==> src/rtl/i2cra_pkg.sv <==
// Shared types and constants for the I2C register access master.
// No dependencies; imported by i2cra_seq and i2c_master_register_access.
package i2cra_pkg;

  localparam int unsigned CfgIdxW  = 2;
  localparam int unsigned ByteW    = 8;
  localparam int unsigned HalfW    = 10;
  localparam int unsigned CfgDataW = HalfW;

  typedef enum logic [1:0] {
    REQ_TICK  = 2'd0,
    REQ_WRITE = 2'd1,
    REQ_READ  = 2'd2,
    REQ_SPARE = 2'd3
  } req_e;

  typedef enum logic [CfgIdxW-1:0] {
    CFG_DEV_WR  = 2'd0,
    CFG_DEV_RD  = 2'd1,
    CFG_HALF    = 2'd2,
    CFG_ACK_TO  = 2'd3
  } cfg_idx_e;

  localparam logic [ByteW-1:0] DevWrReset = 8'h01;
  localparam logic [ByteW-1:0] DevRdReset = 8'h02;
  localparam logic [HalfW-1:0] HalfReset  = 10'd10;
  localparam logic [ByteW-1:0] AckToReset = 8'd255;

  typedef struct packed {
    logic [ByteW-1:0] dev_wr;
    logic [ByteW-1:0] dev_rd;
    logic [HalfW-1:0] half;
    logic [ByteW-1:0] ack_to;
  } cfg_t;

  typedef struct packed {
    logic             scl;
    logic             sda;
    logic             busy;
    logic             done;
    logic [ByteW-1:0] rd_data;
    logic             ack_missing;
  } res_t;

endpackage

==> src/rtl/i2cra_seq.sv <==
// Pin sequencer of the I2C register access master: holds the bus state and
// advances it by one tick per accepted word. Depends on i2cra_pkg.
module i2cra_seq (
  input  logic                     clk_i,
  input  logic                     rst_ni,
  input  logic                     adv_i,
  input  i2cra_pkg::cfg_t          cfg_i,
  input  logic [1:0]               req_type_i,
  input  logic [7:0]               reg_addr_i,
  input  logic [7:0]               write_data_i,
  input  logic                     sda_in_i,
  output i2cra_pkg::res_t          res_o
);
  import i2cra_pkg::*;

  typedef enum logic [4:0] {
    ST_IDLE     = 5'd0,
    ST_START_A  = 5'd1,
    ST_START_B  = 5'd2,
    ST_WB_LOW   = 5'd3,
    ST_WB_DATA  = 5'd4,
    ST_WB_HIGH  = 5'd5,
    ST_WB_END1  = 5'd6,
    ST_WB_END2  = 5'd7,
    ST_ACK_HIGH = 5'd8,
    ST_ACK_WAIT = 5'd9,
    ST_ACK_LOW  = 5'd10,
    ST_RB_START = 5'd11,
    ST_RB_HIGH  = 5'd12,
    ST_RB_LOW   = 5'd13,
    ST_RB_TAIL  = 5'd14,
    ST_STOP_A   = 5'd15,
    ST_STOP_B   = 5'd16,
    ST_STOP_C   = 5'd17
  } step_e;

  step_e            step_q, step_d;
  logic [3:0]       bit_q, bit_d;
  logic [ByteW-1:0] shift_q, shift_d;
  logic [HalfW-1:0] phase_q, phase_d;
  logic [ByteW-1:0] wait_q, wait_d;
  logic             is_rd_q, is_rd_d;
  logic [ByteW-1:0] addr_q, addr_d;
  logic [ByteW-1:0] wdata_q, wdata_d;
  logic [ByteW-1:0] rx_q, rx_d;
  logic             scl_q, scl_d;
  logic             sda_q, sda_d;
  logic             nack_q, nack_d;
  logic [1:0]       pos_q, pos_d;
  logic             done_d;
  logic             entered;
  logic [HalfW-1:0] hold;
  logic [HalfW-1:0] phase_inc;
  logic [3:0]       bit_inc;

  assign hold      = (cfg_i.half == '0) ? HalfW'(1) : cfg_i.half;
  assign phase_inc = phase_q + HalfW'(1);
  assign bit_inc   = bit_q + 4'd1;

  always_comb begin
    step_d  = step_q;
    bit_d   = bit_q;
    shift_d = shift_q;
    phase_d = phase_q;
    wait_d  = wait_q;
    is_rd_d = is_rd_q;
    addr_d  = addr_q;
    wdata_d = wdata_q;
    rx_d    = rx_q;
    scl_d   = scl_q;
    sda_d   = sda_q;
    nack_d  = nack_q;
    pos_d   = pos_q;
    done_d  = 1'b0;
    entered = 1'b0;

    if (step_q == ST_IDLE) begin
      if (req_type_i == REQ_WRITE || req_type_i == REQ_READ) begin
        is_rd_d = (req_type_i == REQ_READ);
        addr_d  = reg_addr_i;
        wdata_d = write_data_i;
        nack_d  = 1'b0;
        pos_d   = 2'd0;
        bit_d   = 4'd0;
        step_d  = ST_START_A;
        entered = 1'b1;
      end
    end else if (step_q == ST_ACK_WAIT) begin
      if (!sda_in_i) begin
        step_d  = ST_ACK_LOW;
        entered = 1'b1;
      end else if (wait_q >= cfg_i.ack_to) begin
        nack_d  = 1'b1;
        step_d  = ST_ACK_LOW;
        entered = 1'b1;
      end else begin
        wait_d = wait_q + ByteW'(1);
      end
    end else begin
      phase_d = phase_inc;
      if (phase_inc >= hold) begin
        entered = 1'b1;
        case (step_q)
          ST_START_A: step_d = ST_START_B;
          ST_START_B: begin
            if (pos_q == 2'd0) begin
              shift_d = cfg_i.dev_wr;
            end else begin
              shift_d = cfg_i.dev_rd;
              pos_d   = 2'd2;
            end
            bit_d  = 4'd0;
            step_d = ST_WB_LOW;
          end
          ST_WB_LOW:  step_d = ST_WB_DATA;
          ST_WB_DATA: step_d = ST_WB_HIGH;
          ST_WB_HIGH: begin
            shift_d = {shift_q[ByteW-2:0], 1'b0};
            bit_d   = bit_inc;
            step_d  = (bit_inc >= 4'd8) ? ST_WB_END1 : ST_WB_LOW;
          end
          ST_WB_END1:  step_d = ST_WB_END2;
          ST_WB_END2:  step_d = ST_ACK_HIGH;
          ST_ACK_HIGH: step_d = ST_ACK_WAIT;
          ST_ACK_LOW: begin
            if (pos_q == 2'd0) begin
              shift_d = addr_q;
              pos_d   = 2'd1;
              bit_d   = 4'd0;
              step_d  = ST_WB_LOW;
            end else if (pos_q == 2'd1) begin
              if (is_rd_q) begin
                step_d = ST_START_A;  // repeated start
              end else begin
                shift_d = wdata_q;
                pos_d   = 2'd2;
                bit_d   = 4'd0;
                step_d  = ST_WB_LOW;
              end
            end else begin
              step_d = is_rd_q ? ST_RB_START : ST_STOP_A;
            end
          end
          ST_RB_START: begin
            bit_d  = 4'd0;
            step_d = ST_RB_HIGH;
          end
          ST_RB_HIGH: begin
            shift_d = {shift_q[ByteW-2:0], sda_in_i};
            step_d  = ST_RB_LOW;
          end
          ST_RB_LOW: begin
            bit_d = bit_inc;
            if (bit_inc >= 4'd8) begin
              rx_d   = shift_q;
              step_d = ST_RB_TAIL;
            end else begin
              step_d = ST_RB_HIGH;
            end
          end
          ST_RB_TAIL: step_d = ST_STOP_A;
          ST_STOP_A:  step_d = ST_STOP_B;
          ST_STOP_B:  step_d = ST_STOP_C;
          ST_STOP_C: begin
            entered = 1'b0;
            step_d  = ST_IDLE;
            phase_d = '0;
            done_d  = 1'b1;
          end
          default: begin
            entered = 1'b0;
            step_d  = ST_IDLE;
            phase_d = '0;
          end
        endcase
      end
    end

    // pin levels set on entry to each phase
    if (entered) begin
      phase_d = '0;
      case (step_d)
        ST_START_A: begin
          scl_d = 1'b1;
          sda_d = 1'b1;
        end
        ST_START_B:  sda_d  = 1'b0;
        ST_WB_LOW:   scl_d  = 1'b0;
        ST_WB_DATA:  sda_d  = shift_d[ByteW-1];
        ST_WB_HIGH:  scl_d  = 1'b1;
        ST_WB_END1:  scl_d  = 1'b0;
        ST_WB_END2:  sda_d  = 1'b1;
        ST_ACK_HIGH: scl_d  = 1'b1;
        ST_ACK_WAIT: wait_d = '0;
        ST_ACK_LOW:  scl_d  = 1'b0;
        ST_RB_START: scl_d  = 1'b0;
        ST_RB_HIGH: begin
          scl_d = 1'b1;
          sda_d = 1'b1;
        end
        ST_RB_LOW:   scl_d  = 1'b0;
        ST_STOP_A:   sda_d  = 1'b0;
        ST_STOP_B:   scl_d  = 1'b1;
        ST_STOP_C:   sda_d  = 1'b1;
        default: begin
          scl_d = scl_q;
        end
      endcase
    end
  end

  always_ff @(posedge clk_i or negedge rst_ni) begin
    if (!rst_ni) begin
      step_q  <= ST_IDLE;
      bit_q   <= '0;
      shift_q <= '0;
      phase_q <= '0;
      wait_q  <= '0;
      is_rd_q <= 1'b0;
      addr_q  <= '0;
      wdata_q <= '0;
      rx_q    <= '0;
      scl_q   <= 1'b1;
      sda_q   <= 1'b1;
      nack_q  <= 1'b0;
      pos_q   <= '0;
    end else if (adv_i) begin
      step_q  <= step_d;
      bit_q   <= bit_d;
      shift_q <= shift_d;
      phase_q <= phase_d;
      wait_q  <= wait_d;
      is_rd_q <= is_rd_d;
      addr_q  <= addr_d;
      wdata_q <= wdata_d;
      rx_q    <= rx_d;
      scl_q   <= scl_d;
      sda_q   <= sda_d;
      nack_q  <= nack_d;
      pos_q   <= pos_d;
    end
  end

  assign res_o.scl         = scl_d;
  assign res_o.sda         = sda_d;
  assign res_o.busy        = (step_d != ST_IDLE);
  assign res_o.done        = done_d;
  assign res_o.rd_data     = rx_d;
  assign res_o.ack_missing = nack_d;

`ifndef SYNTHESIS
  a_done_from_stop: assert property (@(posedge clk_i) disable iff (!rst_ni)
    done_d |-> (step_q == ST_STOP_C && step_d == ST_IDLE))
    else $error("done without final stop phase");
  a_bit_range: assert property (@(posedge clk_i) disable iff (!rst_ni)
    bit_q <= 4'd8)
    else $error("bit count beyond a byte");
  a_pos_range: assert property (@(posedge clk_i) disable iff (!rst_ni)
    pos_q != 2'd3)
    else $error("byte position out of range");
  a_idle_lines: assert property (@(posedge clk_i) disable iff (!rst_ni)
    (step_q == ST_IDLE) |-> (scl_q && sda_q))
    else $error("bus not released while idle");
  a_idle_hold: assert property (@(posedge clk_i) disable iff (!rst_ni)
    (adv_i && step_q != ST_IDLE && step_q != ST_ACK_WAIT) |=> (phase_q <= hold))
    else $error("phase counter overran hold time");
`endif

endmodule

==> src/rtl/i2c_master_register_access.sv <==
// Top level of the I2C register access master: configuration registers,
// input/output handshake and result register. Depends on i2cra_pkg, i2cra_seq.
//
//  channel  | direction | handshake               | word
//  ---------+-----------+-------------------------+---------------------------------
//  in       | input     | in_valid_i / in_stall_o | req_type, reg_addr, write_data, sda_in
//  out      | output    | out_valid_o/out_stall_i | scl/sda levels, busy, done, data, ack
//  cfg      | input     | cfg_we_i                | cfg_idx_i, cfg_data_i
//
// One input word per cycle while in_stall_o is low; each word is one bus tick and yields
// one result word in the next cycle, from the result register behind the sequencer.
// in_stall_o is high only while the result register is full and stalled.
// Reset (async, active low) clears the sequencer to idle with both lines
// released, and loads the configuration reset values.
module i2c_master_register_access (
  input  logic                           clk_i,
  input  logic                           rst_ni,
  input  logic                           cfg_we_i,
  input  logic [i2cra_pkg::CfgIdxW-1:0]  cfg_idx_i,
  input  logic [i2cra_pkg::CfgDataW-1:0] cfg_data_i,
  input  logic                           in_valid_i,
  output logic                           in_stall_o,
  input  logic [1:0]                     req_type_i,
  input  logic [7:0]                     reg_addr_i,
  input  logic [7:0]                     write_data_i,
  input  logic                           sda_in_i,
  output logic                           out_valid_o,
  input  logic                           out_stall_i,
  output logic                           scl_out_o,
  output logic                           sda_out_o,
  output logic                           busy_res_o,
  output logic                           done_res_o,
  output logic [7:0]                     read_data_o,
  output logic                           ack_missing_o
);
  import i2cra_pkg::*;

  cfg_t cfg_q;
  res_t res;
  res_t res_q;
  logic out_valid_q;
  logic accept;

  assign in_stall_o = out_valid_q && out_stall_i;
  assign accept     = in_valid_i && !in_stall_o;

  always_ff @(posedge clk_i or negedge rst_ni) begin
    if (!rst_ni) begin
      cfg_q.dev_wr <= DevWrReset;
      cfg_q.dev_rd <= DevRdReset;
      cfg_q.half   <= HalfReset;
      cfg_q.ack_to <= AckToReset;
    end else if (cfg_we_i) begin
      case (cfg_idx_e'(cfg_idx_i))
        CFG_DEV_WR: cfg_q.dev_wr <= cfg_data_i[ByteW-1:0];
        CFG_DEV_RD: cfg_q.dev_rd <= cfg_data_i[ByteW-1:0];
        CFG_HALF:   cfg_q.half   <= cfg_data_i[HalfW-1:0];
        CFG_ACK_TO: cfg_q.ack_to <= cfg_data_i[ByteW-1:0];
        default:    cfg_q.half   <= cfg_q.half;
      endcase
    end
  end

  i2cra_seq u_seq (
    .clk_i        (clk_i),
    .rst_ni       (rst_ni),
    .adv_i        (accept),
    .cfg_i        (cfg_q),
    .req_type_i   (req_type_i),
    .reg_addr_i   (reg_addr_i),
    .write_data_i (write_data_i),
    .sda_in_i     (sda_in_i),
    .res_o        (res)
  );

  always_ff @(posedge clk_i or negedge rst_ni) begin
    if (!rst_ni) begin
      out_valid_q <= 1'b0;
    end else if (accept) begin
      out_valid_q <= 1'b1;
    end else if (!out_stall_i) begin
      out_valid_q <= 1'b0;
    end
  end

  always_ff @(posedge clk_i) begin
    if (accept) begin
      res_q <= res;
    end
  end

  assign out_valid_o   = out_valid_q;
  assign scl_out_o     = res_q.scl;
  assign sda_out_o     = res_q.sda;
  assign busy_res_o    = res_q.busy;
  assign done_res_o    = res_q.done;
  assign read_data_o   = res_q.rd_data;
  assign ack_missing_o = res_q.ack_missing;

endmodule

==> config.mk <==
export PLATFORM = sky130hd
export DESIGN_NAME = i2c_master_register_access
export DESIGN_NICKNAME = d
export VERILOG_FILES = /design/src/rtl/i2cra_pkg.sv /design/src/rtl/i2cra_seq.sv /design/src/rtl/i2c_master_register_access.sv
export SDC_FILE = /design/constraint.sdc
export NUM_CORES = 1
export LEC_CHECK = 0
export ABC_AREA = 1
export BUFFER_PORTS_ARGS = -buffer_cell sky130_fd_sc_hd__buf_2
export CORE_ASPECT_RATIO = 0.6
export CORE_MARGIN = 2
export CORE_UTILIZATION = 60
export DETAILED_ROUTE_END_ITERATION = 8
export PLACE_DENSITY_LB_ADDON = 0.08
export SETUP_SLACK_MARGIN = 0.3
export SLEW_MARGIN = 40
export SYNTH_ARGS = -nofsm -noshare
export SYNTH_HDL_FRONTEND = slang
export SYNTH_SLANG_ARGS = --single-unit
==> constraint.sdc <==
create_clock -name clk_i -period 4.3 [get_ports clk_i]
set_input_delay 0.215 -clock clk_i [delete_from_list [all_inputs] [get_ports clk_i]]
set_output_delay 0.215 -clock clk_i [all_outputs]
set_load 0.05 [all_outputs]
==> metrics.txt <==
Final min period=between 3 and 4 ns; drt first pass iters=5; drt wl/cell=15.3 um; clock buffer depth=2; post-synthesis mux area share=0; ANT nets after route=0; final setup TNS=0 ns; Core Box Area=around 0.01 mm2; number of DRC markers in iteration 0=around 470; largest family of logic cells by synthesized area=simple AND/OR/NAND/NOR gates; Synth Area in Simple Gates=0.266; total setup buffers inserted after CTS=0; # rows=28; Post-Syn Instances=around 780; first-pass GRT wire length=about 26000 um; yosys warns=0; Ports=just over 50; max-cap violation count=0; adder-cell share of the synthesized area=0.0443; largest net degree at the start of global routing=between 50 and 60; outcome=finished clean; crit path launch type=register; pwr dens=between 600 and 700 mW/mm2; gr ovfl total=0; critical path class=register to register; H-tree depth=4; Hold Worst Slack=0.0129 ns; maximum vdd ir drop=between 0.0003 and 0.0004 V; Worst Hold Class=primary input to register; Starting Density=0.624; via count=approximately 5500; Synth Register Bits=~110; post-DP HPWL=10800 um; die area=between 0.01 and 0.015 mm2; number of remaining DRC errors=0; CP endpoint kind=register; final setup fails=0; skew final=about 0.0083 ns; overall power=roughly 4.8 mW; All-Layer GR Usage=0.289; GPL Wtd Cong=0.938; CTS buffer count=17; Relative slew margins=0.446; initial antenna violation count=0; Post-Syn Nets=around 830; Post-synth EDFFs=13; Critical Path AT=3.80 ns; Fin. Hold Viols=0; port bufs=50; Via density=5.55; Cell Area, Synth=approximately 0.0062 mm2; area delta synth->final=17.0%; clock-pin transition on the worst setup and hold timing paths=0.06 ns; register area share after synthesis=0.469; clock sinks=around 110; vias in the first global route=a little over 5000; worst path required time=roughly 4.5 ns; Die X=around 140 um; Root Buffer=clkbuf_16; # diodes=0; Skew-Pair Late Insertion Delay=around 0.42 ns; fraction of layout cells with a size suffix above 1=0.175; nets@finish=roughly 900; Async SR Flop Fraction=0.885; fin. max-slew vios=0; DRT Wirelength=roughly 15000 um; Yosys cell types=45; RSZ-0062 raised after global routing=no; f_max=between 200 and 300 MHz; Die Y=between 80 and 90 um; predominant post-synthesis flop cell=dfrtp_1; syn avg cell area=approximately 8.0 um2; Worst Path Max Fanout=8; Final Cycle Share=0.843; Synth Area in Compound Gates=0.125; LEAKAGE=~3.6 nW; worst slew pin tran=0.824 ns; xor and xnor fraction of the mapped netlist area=0.0212; CTS tree=yes
## worst paths after layout
kind	start	to	slack, ns	depth (start not counted)
hold / removal	write_data_i[3]	u_seq.wdata_q[3]	0.01	3
setup / recovery	u_seq.phase_q[2]	sda_out_o	0.67	21
max in group asynchronous	rst_ni	out_valid_o	2.81	3
setup reg to reg	u_seq.phase_q[2]	sda_out_o	0.67	21
min in group asynchronous	rst_ni	u_seq.wdata_q[6]	0.36	2
hold reg to reg	u_seq.sda_q	u_seq.sda_q	0.47	2
## cells by family (layout without fill, tap and decap cells)
group,count (synthesis),count (layout)
AND/OR/NAND/NOR,370,370
AO/OA/AOI/OAI,136,136
buffers and inverters,119,197
flip-flops,113,113
adder cells (fa/ha/maj),22,22
XOR/XNOR,15,15
## Yosys cell counts (2+ instances only)
cell type	count	area (um2)
a221oi_1	2	17.5
nand2_1	209	785
a31oi_1	7	43.8
o31ai_1	2	15.0
inv_4	2	12.5
nand4_1	7	43.8
clkinv_1	3	11.3
nor2_2	6	37.5
inv_1	89	334
buf_2	6	30.0
o21ai_2	2	17.5
o211ai_1	6	45.0
inv_2	8	30.0
dfstp_2	14	368
clkbuf_1	9	33.8
or2_2	6	37.5
nand2_2	6	37.5
o2111ai_1	2	17.5
nand3_2	4	40.0
nand2_4	3	33.8
nor4_1	4	25.0
edfxtp_1	13	390
nor2_4	6	67.6
nor3_1	9	45.0
dfrtp_1	86	2150
a21oi_1	19	95.1
nor2_1	55	206
ha_1	22	275
nand3_1	52	260
o21ai_1	6	30.0
buf_4	2	15.0
o21ai_0	82	410
xor2_1	14	123
## layer usage
layer / GRT usage / share of wire
met5: 0 / 0
met4: 0.0852 / 0.012
met3: 0.0751 / 0.071
met2: 0.427 / 0.44
met1: 0.422 / 0.48
## final cells by class
type	count	area, um2
clock buffers	17	425
clock inverters	15	156
fillers	756	2680
inverters	102	388
multi-input cells	543	2850
flip-flops and latches	113	2910
well taps	135	169
repair buffers	63	370
## where the power goes
group          leakage (nW)  switching [mW]  internal [mW]
registers              1.38           0.239           1.40
logic                  1.94            1.19          0.543
clock network         0.286           0.542          0.858
total                  3.60            1.97           2.80
## worst max-delay path: stages, from the launching register on
cell and delay, ns:
dfrtp_1 0.38, inv_1 0.09, nor4_2 0.32, nand3_1 0.16, nor2_1 0.15, xor2_1 0.21
ha_1 0.27, a21o_1 0.18, nor2_1 0.16, nand3_2 0.20, inv_1 0.22, nand2_1 0.10
nand3_1 0.10, nand2_1 0.13, nor2_1 0.15, nand3_1 0.11, nand4_1 0.14, nand2_1 0.09
nand2_1 0.06, nand2_1 0.06, nand2_1 0.06, inv_1 0.03
## registers in the layout (all words and copies together), names as in the netlist, 2 cells and up
name and count:
cfg_q 34, u_seq.phase_q 10, read_data_o 8, u_seq.addr_q 8
u_seq.rx_q 8, u_seq.shift_q 8, u_seq.wait_q 8, u_seq.wdata_q 8
u_seq.step_q 5, u_seq.bit_q 4, u_seq.pos_q 2
## timing repair
action / 4_1_cts / 5_1_grt
hold endpoints to repair: 50 / 0
setup endpoints to repair: 0 / 1
resized for setup: 0 / 1
hold buffers: 8 / 0
## metrics by stage
stage	utilization	setup WS [ns]	area [um2]	std cells
after floorplan	-	1.08	6210	775
after global placement	0.663	0.801	6600	948
after detailed placement	0.663	0.674	6600	948
after CTS	0.730	0.634	7260	988
after global routing	0.730	0.305	7270	988
final	0.730	0.675	7270	988
## placed cells by master (no fill, tap or decap), types with 3 or more instances in the layout
cell	n
nand2_1	209
inv_1	89
dfrtp_1	86
o21ai_0	82
nor2_1	54
nand3_1	52
buf_2	49
ha_1	22
a21oi_1	19
clkbuf_16	17
xor2_1	14
dfstp_2	14
edfxtp_1	13
nor3_1	9
inv_2	8
dlygate4sd3_1	8
nor2_4	7
nand4_1	7
a31oi_1	7
nor2_2	6
nand2_2	6
o21ai_1	6
or2_2	6
o211ai_1	6
buf_4	6
inv_6	5
nand3_2	4
clkinv_1	4
nor4_1	3
nand2_4	3
clkinv_2	3
clkinv_4	3
Power figures use the tool's default switching activity.
